File: src/design/x86ae_pkg.sv
`default_nettype none

package x86ae_pkg;

    localparam int unsigned NumRegs = 8;

    // flag bit positions
    localparam int unsigned FlagCf = 0;
    localparam int unsigned FlagPf = 2;
    localparam int unsigned FlagZf = 6;
    localparam int unsigned FlagSf = 7;
    localparam int unsigned FlagOf = 11;

    localparam logic [15:0] FlagsArith = 16'h08C5;

    // opcode classes
    localparam logic [5:0] OpcGroupImm = 6'b100000;
    localparam logic [6:0] OpcIncRm    = 7'b1111111;
    localparam logic [4:0] OpcIncReg   = 5'b01000;
    localparam logic [2:0] OpcAccImm   = 3'b010;
    localparam logic [7:0] OpcGrpWord  = 8'h81;
    localparam logic [7:0] OpcGrpSext  = 8'h83;

    // modrm reg field in group forms
    localparam logic [2:0] RegFieldAdd = 3'd0;
    localparam logic [2:0] RegFieldAdc = 3'd2;

    localparam logic [1:0] ModDisp0 = 2'd0;
    localparam logic [1:0] ModDisp8 = 2'd1;
    localparam logic [1:0] ModDisp16 = 2'd2;
    localparam logic [1:0] ModReg   = 2'd3;
    localparam logic [2:0] RmDirect = 3'd6;

    typedef logic [NumRegs-1:0][15:0] t_regs;

    typedef struct packed {
        logic [7:0]  cmd;
        logic [7:0]  instr_byte1;
        logic [7:0]  instr_byte2;
        logic [7:0]  instr_byte3;
        logic [7:0]  instr_byte4;
        logic [7:0]  instr_byte5;
        logic [15:0] mem_operand;
    } t_in_item;

    typedef struct packed {
        logic        handled;
        logic [15:0] result_value;
        logic        word_op;
        logic        mem_write;
        logic [15:0] flags_word;
        logic [2:0]  instr_length;
        logic [15:0] next_ip;
    } t_out_item;

    // state update produced by one instruction
    typedef struct packed {
        logic        reg_we;
        logic        reg_word;
        logic [2:0]  reg_idx;
        logic [15:0] reg_value;
        logic        state_we;
        logic [15:0] flags;
        logic [15:0] ip;
    } t_wb;

    function automatic logic [15:0] read_reg(t_regs regs, logic [2:0] idx, logic word);
        logic [15:0] v;
        v = regs[{1'b0, idx[1:0]}];
        if (word) begin
            return regs[idx];
        end else if (idx[2]) begin
            return {8'h00, v[15:8]};
        end
        return {8'h00, v[7:0]};
    endfunction

endpackage

`default_nettype wire

File: src/design/x86ae_exec.sv
`default_nettype none

module x86ae_exec (
    input  wire x86ae_pkg::t_in_item  i_item,
    input  wire x86ae_pkg::t_regs     i_regs,
    input  wire logic [15:0]          i_flags,
    input  wire logic [15:0]          i_ip,
    output x86ae_pkg::t_out_item      o_item,
    output x86ae_pkg::t_wb            o_wb
);
    import x86ae_pkg::*;

    logic [7:0]  opc;
    logic [1:0]  mod_f;
    logic [2:0]  reg_f;
    logic [2:0]  rm_f;
    logic [2:0]  dlen;
    logic        cf_in;
    logic        is_rm;
    logic        is_acc;
    logic        is_grp;
    logic        is_incrm;
    logic        is_increg;
    logic        handled;
    logic        word;
    logic [15:0] opa;
    logic [15:0] opb;
    logic        cin;
    logic        keep_cf;
    logic [15:0] imm;
    logic [2:0]  ilen;
    logic [2:0]  len;
    logic [8:0]  sum8;
    logic [16:0] sum16;
    logic [15:0] res;
    logic        cf;
    logic        of;
    logic        sf;
    logic [15:0] flags_new;
    logic [15:0] memop;
    logic        memw;
    logic        reg_we;
    logic [2:0]  wb_idx;

    always_comb begin
        opc   = i_item.cmd;
        mod_f = i_item.instr_byte1[7:6];
        reg_f = i_item.instr_byte1[5:3];
        rm_f  = i_item.instr_byte1[2:0];
        cf_in = i_flags[FlagCf];

        case (mod_f)
            ModDisp8:  dlen = 3'd1;
            ModDisp16: dlen = 3'd2;
            ModDisp0:  dlen = (rm_f == RmDirect) ? 3'd2 : 3'd0;
            default:   dlen = 3'd0;
        endcase

        is_rm     = (opc[7:5] == 3'b000) && (opc[3:2] == 2'b00);
        is_acc    = (opc[7:5] == 3'b000) && (opc[3:1] == OpcAccImm);
        is_grp    = (opc[7:2] == OpcGroupImm) &&
                    ((reg_f == RegFieldAdd) || (reg_f == RegFieldAdc));
        is_incrm  = (opc[7:1] == OpcIncRm) && (reg_f == RegFieldAdd);
        is_increg = (opc[7:3] == OpcIncReg);
        handled   = is_rm || is_acc || is_grp || is_incrm || is_increg;

        word  = is_increg ? 1'b1 : opc[0];
        memop = word ? i_item.mem_operand : {8'h00, i_item.mem_operand[7:0]};

        // immediate of the group forms follows the displacement
        case (dlen)
            3'd1:    imm = {i_item.instr_byte4, i_item.instr_byte3};
            3'd2:    imm = {i_item.instr_byte5, i_item.instr_byte4};
            default: imm = {i_item.instr_byte3, i_item.instr_byte2};
        endcase
        if (opc == OpcGrpWord) begin
            ilen = 3'd2;
        end else if (opc == OpcGrpSext) begin
            imm  = {{8{imm[7]}}, imm[7:0]};
            ilen = 3'd1;
        end else begin
            imm  = {8'h00, imm[7:0]};
            ilen = 3'd1;
        end

        opa     = '0;
        opb     = '0;
        cin     = 1'b0;
        keep_cf = 1'b0;
        len     = '0;
        memw    = 1'b0;
        reg_we  = 1'b0;
        wb_idx  = rm_f;
        if (is_rm) begin
            opa    = (mod_f == ModReg) ? read_reg(i_regs, rm_f, word) : memop;
            opb    = read_reg(i_regs, reg_f, word);
            cin    = opc[4] & cf_in;
            len    = 3'd2 + dlen;
            if (opc[1]) begin
                reg_we = 1'b1;
                wb_idx = reg_f;
            end else begin
                reg_we = (mod_f == ModReg);
                memw   = (mod_f != ModReg);
            end
        end else if (is_acc) begin
            opa    = read_reg(i_regs, 3'd0, word);
            opb    = word ? {i_item.instr_byte2, i_item.instr_byte1}
                          : {8'h00, i_item.instr_byte1};
            cin    = opc[4] & cf_in;
            len    = word ? 3'd3 : 3'd2;
            reg_we = 1'b1;
            wb_idx = 3'd0;
        end else if (is_grp || is_incrm) begin
            opa     = (mod_f == ModReg) ? read_reg(i_regs, rm_f, word) : memop;
            opb     = is_grp ? imm : 16'd1;
            cin     = is_grp && (reg_f == RegFieldAdc) && cf_in;
            keep_cf = is_incrm;
            len     = 3'd2 + dlen + (is_grp ? ilen : 3'd0);
            reg_we  = (mod_f == ModReg);
            memw    = (mod_f != ModReg);
        end else if (is_increg) begin
            opa     = read_reg(i_regs, opc[2:0], 1'b1);
            opb     = 16'd1;
            keep_cf = 1'b1;
            len     = 3'd1;
            reg_we  = 1'b1;
            wb_idx  = opc[2:0];
        end

        sum8  = {1'b0, opa[7:0]} + {1'b0, opb[7:0]} + {8'h00, cin};
        sum16 = {1'b0, opa} + {1'b0, opb} + {16'h0000, cin};
        if (word) begin
            res = sum16[15:0];
            cf  = sum16[16];
            of  = ~(opa[15] ^ opb[15]) & (opa[15] ^ res[15]);
            sf  = res[15];
        end else begin
            res = {8'h00, sum8[7:0]};
            cf  = sum8[8];
            of  = ~(opa[7] ^ opb[7]) & (opa[7] ^ res[7]);
            sf  = res[7];
        end

        flags_new         = i_flags & ~FlagsArith;
        flags_new[FlagCf] = keep_cf ? cf_in : cf;
        flags_new[FlagPf] = ~^res[7:0];
        flags_new[FlagZf] = (res == 16'h0000);
        flags_new[FlagSf] = sf;
        flags_new[FlagOf] = of;

        o_item.handled      = handled;
        o_item.result_value = handled ? res : 16'h0000;
        o_item.word_op      = handled & word;
        o_item.mem_write    = handled & memw;
        o_item.flags_word   = handled ? flags_new : i_flags;
        o_item.instr_length = handled ? len : 3'd0;
        o_item.next_ip      = handled ? (i_ip + {13'd0, len}) : i_ip;

        o_wb.reg_we    = handled & reg_we;
        o_wb.reg_word  = word;
        o_wb.reg_idx   = wb_idx;
        o_wb.reg_value = res;
        o_wb.state_we  = handled;
        o_wb.flags     = flags_new;
        o_wb.ip        = i_ip + {13'd0, len};
    end

endmodule

`default_nettype wire

File: src/design/x86_add_adc_inc_execute.sv
`default_nettype none

// 16-bit x86 ADD/ADC/INC execute stage. One instruction per transfer, one
// result per instruction; a new instruction is taken every cycle unless the
// output stalls. The instruction is registered; decode, add and flag logic
// run in one pass into the result register. The register file, flags and IP
// are updated on the same edge that loads the result, so the next instruction
// already sees them. Memory operands come in on mem_operand; a memory
// destination is reported through mem_write with the sum on result_value.
module x86_add_adc_inc_execute (
    input  wire logic                 i_clk,
    input  wire logic                 i_rst_n,
    input  wire logic                 i_in_valid,
    output logic                      o_in_stall,
    input  wire x86ae_pkg::t_in_item  i_in_item,
    output logic                      o_out_valid,
    input  wire logic                 i_out_stall,
    output x86ae_pkg::t_out_item      o_out_item
);
    import x86ae_pkg::*;

    logic       r_in_valid;
    t_in_item   r_in_item;
    logic       r_out_valid;
    t_out_item  r_out_item;
    t_regs      r_regs;
    logic [15:0] r_flags;
    logic [15:0] r_ip;

    t_out_item  exec_item;
    t_wb        exec_wb;
    logic       advance;
    logic       retire;
    logic [15:0] wr_old;
    logic [15:0] n_reg_val;
    logic [1:0]  n_reg_idx;

    x86ae_exec u_exec (
        .i_item  (r_in_item),
        .i_regs  (r_regs),
        .i_flags (r_flags),
        .i_ip    (r_ip),
        .o_item  (exec_item),
        .o_wb    (exec_wb)
    );

    // result register free or draining this cycle
    assign advance     = !r_out_valid || !i_out_stall;
    assign retire      = advance && r_in_valid;
    assign o_in_stall  = r_in_valid && !advance;
    assign o_out_valid = r_out_valid;
    assign o_out_item  = r_out_item;

    // byte writes merge into one half of a word register
    always_comb begin
        n_reg_idx = exec_wb.reg_idx[1:0];
        wr_old    = r_regs[{1'b0, n_reg_idx}];
        if (exec_wb.reg_word) begin
            n_reg_val = exec_wb.reg_value;
        end else if (exec_wb.reg_idx[2]) begin
            n_reg_val = {exec_wb.reg_value[7:0], wr_old[7:0]};
        end else begin
            n_reg_val = {wr_old[15:8], exec_wb.reg_value[7:0]};
        end
    end

    always_ff @(posedge i_clk) begin
        if (!i_rst_n) begin
            r_in_valid  <= 1'b0;
            r_out_valid <= 1'b0;
            r_regs      <= '0;
            r_flags     <= '0;
            r_ip        <= '0;
        end else begin
            if (!o_in_stall) begin
                r_in_valid <= i_in_valid;
            end
            if (advance) begin
                r_out_valid <= r_in_valid;
            end
            if (retire && exec_wb.state_we) begin
                r_flags <= exec_wb.flags;
                r_ip    <= exec_wb.ip;
            end
            if (retire && exec_wb.reg_we) begin
                if (exec_wb.reg_word) begin
                    r_regs[exec_wb.reg_idx] <= n_reg_val;
                end else begin
                    r_regs[{1'b0, n_reg_idx}] <= n_reg_val;
                end
            end
        end
    end

    always_ff @(posedge i_clk) begin
        if (i_in_valid && !o_in_stall) begin
            r_in_item <= i_in_item;
        end
        if (retire) begin
            r_out_item <= exec_item;
        end
    end

    // a retired instruction leaves its IP in the state and its result valid
    a_ip_tracks: assert property (@(posedge i_clk) disable iff (!i_rst_n)
        retire |=> (r_out_valid && (r_ip == o_out_item.next_ip)))
        else $error("ip state does not match retired result");

    a_flags_follow: assert property (@(posedge i_clk) disable iff (!i_rst_n)
        retire |=> (r_flags == o_out_item.flags_word))
        else $error("flags state does not match retired result");

    a_flags_bits: assert property (@(posedge i_clk) disable iff (!i_rst_n)
        o_out_valid |-> ((o_out_item.flags_word & ~FlagsArith) == 16'h0000))
        else $error("non-arithmetic flag bit set");

    a_unhandled: assert property (@(posedge i_clk) disable iff (!i_rst_n)
        (o_out_valid && !o_out_item.handled) |->
            ((o_out_item.instr_length == 3'd0) && !o_out_item.mem_write &&
             !o_out_item.word_op))
        else $error("unhandled form reports an effect");

endmodule

`default_nettype wire

File: config.mk
export PLATFORM = sky130hd
export DESIGN_NAME = x86_add_adc_inc_execute
export DESIGN_NICKNAME = d
export VERILOG_FILES = /design/src/design/x86ae_pkg.sv /design/src/design/x86ae_exec.sv /design/src/design/x86_add_adc_inc_execute.sv
export SDC_FILE = /design/constraint.sdc
export NUM_CORES = 1
export LEC_CHECK = 0
export BUFFER_PORTS_ARGS = -buffer_cell sky130_fd_sc_hd__buf_4
export CAP_MARGIN = 20
export CORE_MARGIN = 5
export CORE_UTILIZATION = 48
export CTS_CLUSTER_DIAMETER = 50
export CTS_CLUSTER_SIZE = 12
export DETAILED_ROUTE_END_ITERATION = 10
export GPL_TIMING_DRIVEN = 0
export PLACE_DENSITY = 0.76
export SLEW_MARGIN = 20
export SYNTH_ARGS = -nofsm -noshare
export SYNTH_HDL_FRONTEND = slang
export SYNTH_SLANG_ARGS = --single-unit
export TNS_END_PERCENT = 20
File: constraint.sdc
create_clock -name i_clk -period 5.3 [get_ports i_clk]
set_input_delay 1.06 -clock i_clk [delete_from_list [all_inputs] [get_ports i_clk]]
set_output_delay 1.06 -clock i_clk [all_outputs]
set_load 0.02 [all_outputs]
After elaboration in Yosys (flattened, before gate mapping):

Cells that the tools add are included.

* register bits after elaboration: 269
* input port bits: 68
* output and inout port bits: 56
* logic and storage cells: 201

* add/subtract/negate cells: 7
* $lt $le $gt $ge: 10
* eq/ne operators: 14
* muxes and demuxes: 102
* bitwise operators: 12
* reductions and logical operators: 30

Operator list (count)
* $mux W16: 36
* $bwmux W128: 2
* $bmux W16 S3: 3
* $bmux W16 S2: 4
* $mux W128: 1
* $demux W16 S3: 1
* $mux W1: 39
* $demux W16 S2: 1
* $pmux W16 S2: 1
* $mux W3: 8
* $add A16 B16 Y17: 1
* $add A17 B1 Y17: 1
* $add A16 B3 Y16: 1
* $eq A8 B8 Y1 const B: 2
* $logic_not A16 Y1: 1
* $lt A2 B4 Y1 const B: 4
* $lt A3 B4 Y1 const B: 4
* $logic_and A1 B1 Y1: 13
* $mux W12: 1
* $add A8 B8 Y9: 1
* $add A9 B1 Y9: 1
* $eq A3 B2 Y1 const B: 3
* $pmux W3 S3: 1
* $mux W8: 1
* 21 further kinds: 44

Depth between registers and ports, before layout:

* depth in word-level cells: 19
* depth in mapped cells: 22

Cells and area by module:

Synthesis repeated with hierarchy kept, for this count alone.

* cell total of the unflattened synthesis: 1583
* area, all modules: 16393.2 um^2

By module, submodules not included
* x86_add_adc_inc_execute: times used 1, cells each 843, area each 10152.2 um^2
* x86ae_exec: times used 1, cells each 740, area each 6241.0 um^2

Least setup slack after synthesis:

OpenSTA, ideal clock, no wires.

* path kind: register to register
* start point: register r_in_item[60] (netlist bit)
* end point: register r_out_item (netlist bit o_out_item[21]) (data pin)
* data arrival time: 4.654 ns
* data required time: 5.047 ns
* path slack: 0.393 ns
* cell stages (with the launch flop): 21
* buffers on the path: 2
* cells stage by stage: edfxtp_1 -> or3b_2 -> o21ai_1 -> buf_2 -> buf_1 -> nand2_1 -> a311oi_1 -> a21o_1 -> a222oi_1 -> fa_1 -> fa_1 -> nor2b_1 -> o31ai_1 -> a21boi_0 -> nor3_1 -> or2_2 -> ha_1 -> xnor2_1 -> xnor2_1 -> nand2_1 -> nand2_1

RTL lines
* start, declared: RTL line x86_add_adc_inc_execute.sv:23 `t_in_item r_in_item;`
* start signal, assigned: RTL line x86_add_adc_inc_execute.sv:97 `r_in_item <= i_in_item;`
* end signal, assigned: RTL line x86_add_adc_inc_execute.sv:100 `r_out_item <= exec_item;`
* end, declared: RTL line x86_add_adc_inc_execute.sv:25 `t_out_item r_out_item;`

Final worst setup path:

* start point: register r_in_item[63] (netlist bit)
* end point: register r_regs[59] (netlist bit)

* longest elaborated chain between the ends: 18
* elaborated cells between the ends (all ways): 84
* those cells by class: add/sub (4); order compare (4); eq/ne (5); mux (55); bitwise (1); reduce/logical (15)

RTL lines
* $eq A5 B4 Y1: RTL line x86ae_exec.sv:64 `is_increg = (opc[7:3] == OpcIncReg);`
* $mux W1: RTL line x86ae_exec.sv:67 `word = is_increg ? 1'b1 : opc[0];`
* $mux W1: RTL line x86ae_pkg.sv:70 `if (word) begin`
* $mux W1: RTL line x86ae_exec.sv:114 `end else if (is_grp || is_incrm) begin`
* $mux W1: RTL line x86ae_exec.sv:106 `end else if (is_acc) begin`
* $mux W1: RTL line x86ae_exec.sv:94 `if (is_rm) begin`
* $mux W16: RTL line x86ae_pkg.sv:75 `return {8'h00, v[7:0]};`
* $mux W16: RTL line x86ae_exec.sv:115 `opa = (mod_f == ModReg) ? read_reg(i_regs, rm_f, word) : memop;`
* [... 2 more ...]
* $mux W16: RTL line x86ae_exec.sv:94
* $add A16 B16 Y17 or $add A8 B8 Y9 (tied branches): RTL line x86ae_exec.sv:132, x86ae_exec.sv:131
* $add A17 B1 Y17 or $add A9 B1 Y9 (tied branches): RTL line x86ae_exec.sv:132, x86ae_exec.sv:131
* $mux W16: RTL line x86ae_exec.sv:133 `if (word) begin`
* $mux W16: RTL line x86_add_adc_inc_execute.sv:60 `end else if (exec_wb.reg_idx[2]) begin`
* $mux W16: RTL line x86_add_adc_inc_execute.sv:58 `if (exec_wb.reg_word) begin`
* $bwmux W128, on equally long branches: RTL line x86_add_adc_inc_execute.sv:89, x86_add_adc_inc_execute.sv:87
* $mux W128: RTL line x86_add_adc_inc_execute.sv:86 `if (exec_wb.reg_word) begin`
* end signal, assigned by index: RTL line x86_add_adc_inc_execute.sv:87 `r_regs[exec_wb.reg_idx] <= n_reg_val;`
* end signal, assigned by index: RTL line x86_add_adc_inc_execute.sv:89 `r_regs[{1'b0, n_reg_idx}] <= n_reg_val;`
* end, declared: RTL line x86_add_adc_inc_execute.sv:26 `t_regs r_regs;`

Several ways; a longest one is shown, not always the timed one. The select of a mux whose other input is x is not followed.
A chain may end at the register's enable or synchronous reset.

==> flow_summary_export.csv <==
group,metric,value,unit
run_status,status,"finished with violations",
run_status,failed_checks,"setup timing",
worst_setup_path,timing.setup.critical_path_class,"flip-flop to flip-flop",
yosys,synthAdderAreaFrac,2.34,%
clock_network,number_of_sinks_on_the_clock_net,258,
yosys,synth_top_cell_by_area,"sky130_fd_sc_hd__edfxtp_1",
routing,drtIter0Drc,1931,
sta,fin_ws,-0.0760,ns
routing,drtAntennaViolNets,0,
floorplan,design.die.area,0.0357,mm2
power,sw_frac_of_total,25.7,%
yosys,synth_top_cells_by_count,"sky130_fd_sc_hd__nand2_1 (163), sky130_fd_sc_hd__nor2_1 (158), sky130_fd_sc_hd__dfxtp_1 (151)",
power,power_frac_clock,41.2,%
yosys,synth_simple_gate_area_share,14.0,%
routing,detail_route.vias_per_cell,6.72,
place,gp_routability_congestion,1.08,
global_routing,number_of_antenna_violations_at_the_first_check_in_global_routing,0,
power,power.net_switching,0.00117,W
yosys,yosysTopAreaCellShare,20.9,%
routing,num_vias,14200,
yosys,yosysMostFrequentCell,"sky130_fd_sc_hd__nand2_1",
routing,drt_pre_antenna_iters,9,
worst_setup_path,critical_path.startpoint_type,"flip-flop",
yosys,synth_cell_type_count,77,
yosys,yosys.area_share.xor_xnor,2.34,%
yosys,asyncSetResetFlopFracSynth,0,%
global_routing,globalRouteOverflowTotal,0,
global_routing,grt_max_degree,39,
sta,finalSetupViolCount,5,
worst_setup_path,master_of_the_slowest_instance_on_the_critical_path,"sky130_fd_sc_hd__nor3_2",
layout,finish.utilization,57.5,%
worst_setup_path,worst-endpoint-required,5.77,ns
floorplan,placement_rows,65,
yosys,synth.top_cells.by_area,"sky130_fd_sc_hd__edfxtp_1 (21%), sky130_fd_sc_hd__dfxtp_1 (20%), sky130_fd_sc_hd__mux4_2 (14%)",
yosys,syn-instance-count,1518,
clock_network,cts-root-buf,"sky130_fd_sc_hd__clkbuf_16",
worst_setup_path,critical_path_arrival,5.85,ns
clock_network,clkTransAtPathRegs,0.06,ns
global_routing,global_route_wire_length_before_repair,85600,um
yosys,synth_mux_area_share,19.7,%
run,max_cap_violations,0,
floorplan,die_x,189,um
routing,drc,0,
routing,route.detailed.wl_per_inst,27.9,um
routing,routed_wl,59000,um
place,place.detailed.hpwl,44500,um
yosys,yosys_warnings,0,
yosys,synth_seq_area_share,40.6,%
sta,tightest_slew,1.16,ns
yosys,yosys_register_bits,258,
power,p_per_area,251,mW/mm2
floorplan,core_area,0.0316,mm2
clock_network,tritoncts,"yes",
layout,design.final.nets,1785,
sta,post-route-min-period,5.38,ns
sta,clock_skew,0.0212,ns
sta,slew_viol_final,0,
worst_setup_path,crit_chain,"clkbuf_2 -> or2_4 -> nor2_4 -> nor2_1 -> clkbuf_4 -> buf_2 -> nand2_1 -> a311oi_1 -> a21oi_1 -> o221ai_1 -> ha_1 -> nor3_1 -> nor3_1 -> o21a_1 -> o21a_1 -> nor3_2 -> a21oi_1 -> o31ai_1",
layout,drive_above_1_share,24.0,%
sta,post-route-period-util,101,%
sta,finalHoldViolCount,0,
floorplan,ios,124,
clock_network,cts-htree-levels,1,
global_routing,globalRouteTotalUtil,31.9,%
yosys,synth_compound_area_share,17.0,%
layout,layout-area-overhead-vs-synth,18.2,%
min_path,hp-class,"flip-flop to flip-flop",
worst_setup_path,timing.critical_path.fanout_max,10,
power,internal_power,0.00338,W
floorplan,chipHeight,189,um
floorplan,initial_utilization,48.7,%
yosys,largest_family_of_logic_cells_by_synthesized_area,"multiplexers",
place,place_inst,2046,
layout,final_cells,2114,
yosys,yosys_most_used_dff,"sky130_fd_sc_hd__dfxtp_1",
place,quantity_of_i_o_buffers_inserted_on_ports,112,
clock_network,cts_buf_count,29,
yosys,post_synth_edffs,107,
sta,rsz0062_at_grt,"yes",
worst_setup_path,end_kind,"flip-flop",
place,dpl_worst_slack,-1.31,ns
sta,clock.fmax,186,MHz
power,power.share.sequential,47.3,%
global_routing,number_of_global_route_vias_before_repair,13300,
clock_network,cts-root-to-sink-buffers,3,
power,comb_power_share,11.5,%
worst_setup_path,max_stage_delay,0.58,ns
yosys,mappedNetlistArea,0.0154,mm2
power,leakagePower,6.57,nW
power,vdd_ir_drop_max,0.000313,V
sta,max-slew-margin-rel,22.5,%
yosys,syn_area_per_cell,10.1,um2
clock_network,worst_skew_pair.late_latency,0.56,ns
-- worst max-delay path, delay by kind of cell (launching register included) --
kind / cells / cell delay (ns)
AOI/OAI and AO/OA: 7 / 1.88
and+or+nand+nor: 7 / 1.73
buffers and inverters: 3 / 0.90
adders and majority gates: 1 / 0.42
DFF: 1 / 0.35
-- cells in the final DEF, fill, tap and decap left out, types with 12 or more instances in the layout --
master and count:
sky130_fd_sc_hd__xor2_1 16, sky130_fd_sc_hd__clkbuf_2 13, sky130_fd_sc_hd__clkbuf_16 29, sky130_fd_sc_hd__nor2_1 156
sky130_fd_sc_hd__o21ai_0 98, sky130_fd_sc_hd__mux2_2 15, sky130_fd_sc_hd__o221ai_1 18, sky130_fd_sc_hd__a21oi_1 126
sky130_fd_sc_hd__clkbuf_1 59, sky130_fd_sc_hd__nand2b_1 12, sky130_fd_sc_hd__or3_1 13, sky130_fd_sc_hd__a211oi_1 20
sky130_fd_sc_hd__ha_1 23, sky130_fd_sc_hd__nand3_1 41, sky130_fd_sc_hd__mux4_2 96, sky130_fd_sc_hd__nand2_1 162
sky130_fd_sc_hd__dfxtp_1 151, sky130_fd_sc_hd__buf_2 21, sky130_fd_sc_hd__inv_1 15, sky130_fd_sc_hd__buf_4 153
sky130_fd_sc_hd__mux2i_1 67, sky130_fd_sc_hd__nor3_1 13, sky130_fd_sc_hd__xnor2_1 20, sky130_fd_sc_hd__edfxtp_1 107
-- repair_timing --
item | 4_1_cts | 5_1_grt
buffers inserted | 11 | 12
gates resized for setup | 62 | 24
gates cloned | 0 | 0
endpoints found under the setup margin | 157 | 38
hold buffers | 0 | 0
pin swaps | 3 | 9
-- per-layer routing --
| layer | global-route usage, % | vias to the layer above | wire length, um |
|---|---|---|---|
| li1 | - | 6098 | - |
| met1 | 42.3 | 6839 | 22300 |
| met2 | 47.8 | 1027 | 25400 |
| met3 | 7.93 | 233 | 7050 |
| met4 | 18.5 | 0 | 4250 |
| met5 | 0 | - | 0 |
-- cell type report --
| class | count | area, um2 |
|---|---|---|
| Sequential cell | 258 | 6240 |
| Buffer | 115 | 613 |
| Fill cell | 2689 | 13400 |
| Inverter | 17 | 63.8 |
| Timing Repair Buffer | 139 | 1090 |
| Clock buffer | 46 | 830 |
| Multi-Input combinational cell | 1130 | 8770 |
| Antenna cell | 1 | 2.50 |
| Tap cell | 402 | 503 |
| Clock inverter | 6 | 53.8 |
-- sequential cells by signal, indices dropped and copies added, names as in the netlist --
signal       count
o_out_item      43
o_out_valid      1
r_flags          5
r_in_item       64
r_in_valid       1
r_ip            16
r_regs         128
-- power by group through the flow --
| stage | clock network (W) | logic [W] | registers [W] |
|---|---|---|---|
| final | 0.00187 | 0.000522 | 0.00215 |
| after global routing | 0.00200 | 0.000542 | 0.00216 |
| after CTS | 0.00191 | 0.000504 | 0.00215 |
| after detailed placement | 0 | 0.000490 | 0.00219 |
| after global placement | 0 | 0.000476 | 0.00219 |
| after floorplan | 0 | 0.000264 | 0.00220 |
-- stage by stage --
stage / instance area, um2 / setup TNS [ns] / power [W] / hold WS, ns
6_report: 18200 / -0.292 / 0.00455 / 0.465
3_5_place_dp: 16800 / -87.07 / 0.00268 / 0.457
5_1_grt: 18200 / -0.233 / 0.00469 / 0.504
3_3_place_gp: 16700 / -164.68 / 0.00267 / 0.448
2_1_floorplan: 15400 / 0 / 0.00247 / 0.437
4_1_cts: 18000 / 0 / 0.00456 / 0.466
-- worst paths after layout --
check                startpoint         end  slack (ns)  depth (start not counted)
hold / removal       r_flags[2]  r_flags[2]        0.46                          2
setup reg to reg  r_in_item[63]  r_regs[59]       -0.08                         18
hold reg to reg      r_flags[2]  r_flags[2]        0.46                          2
setup / recovery  r_in_item[63]  r_regs[59]       -0.08                         18
-- cells by family (layout without fill, tap and decap cells) --
family          Yosys count  count (layout)
compound gates          401             401
xor+xnor                 41              41
other cells               1              12
buf+inv                 140             323
mux                     180             180
simple gates            470             470
flops                   258             258
fa+ha+maj                27              27
Note: power is estimated with default switching activity, not from simulation.
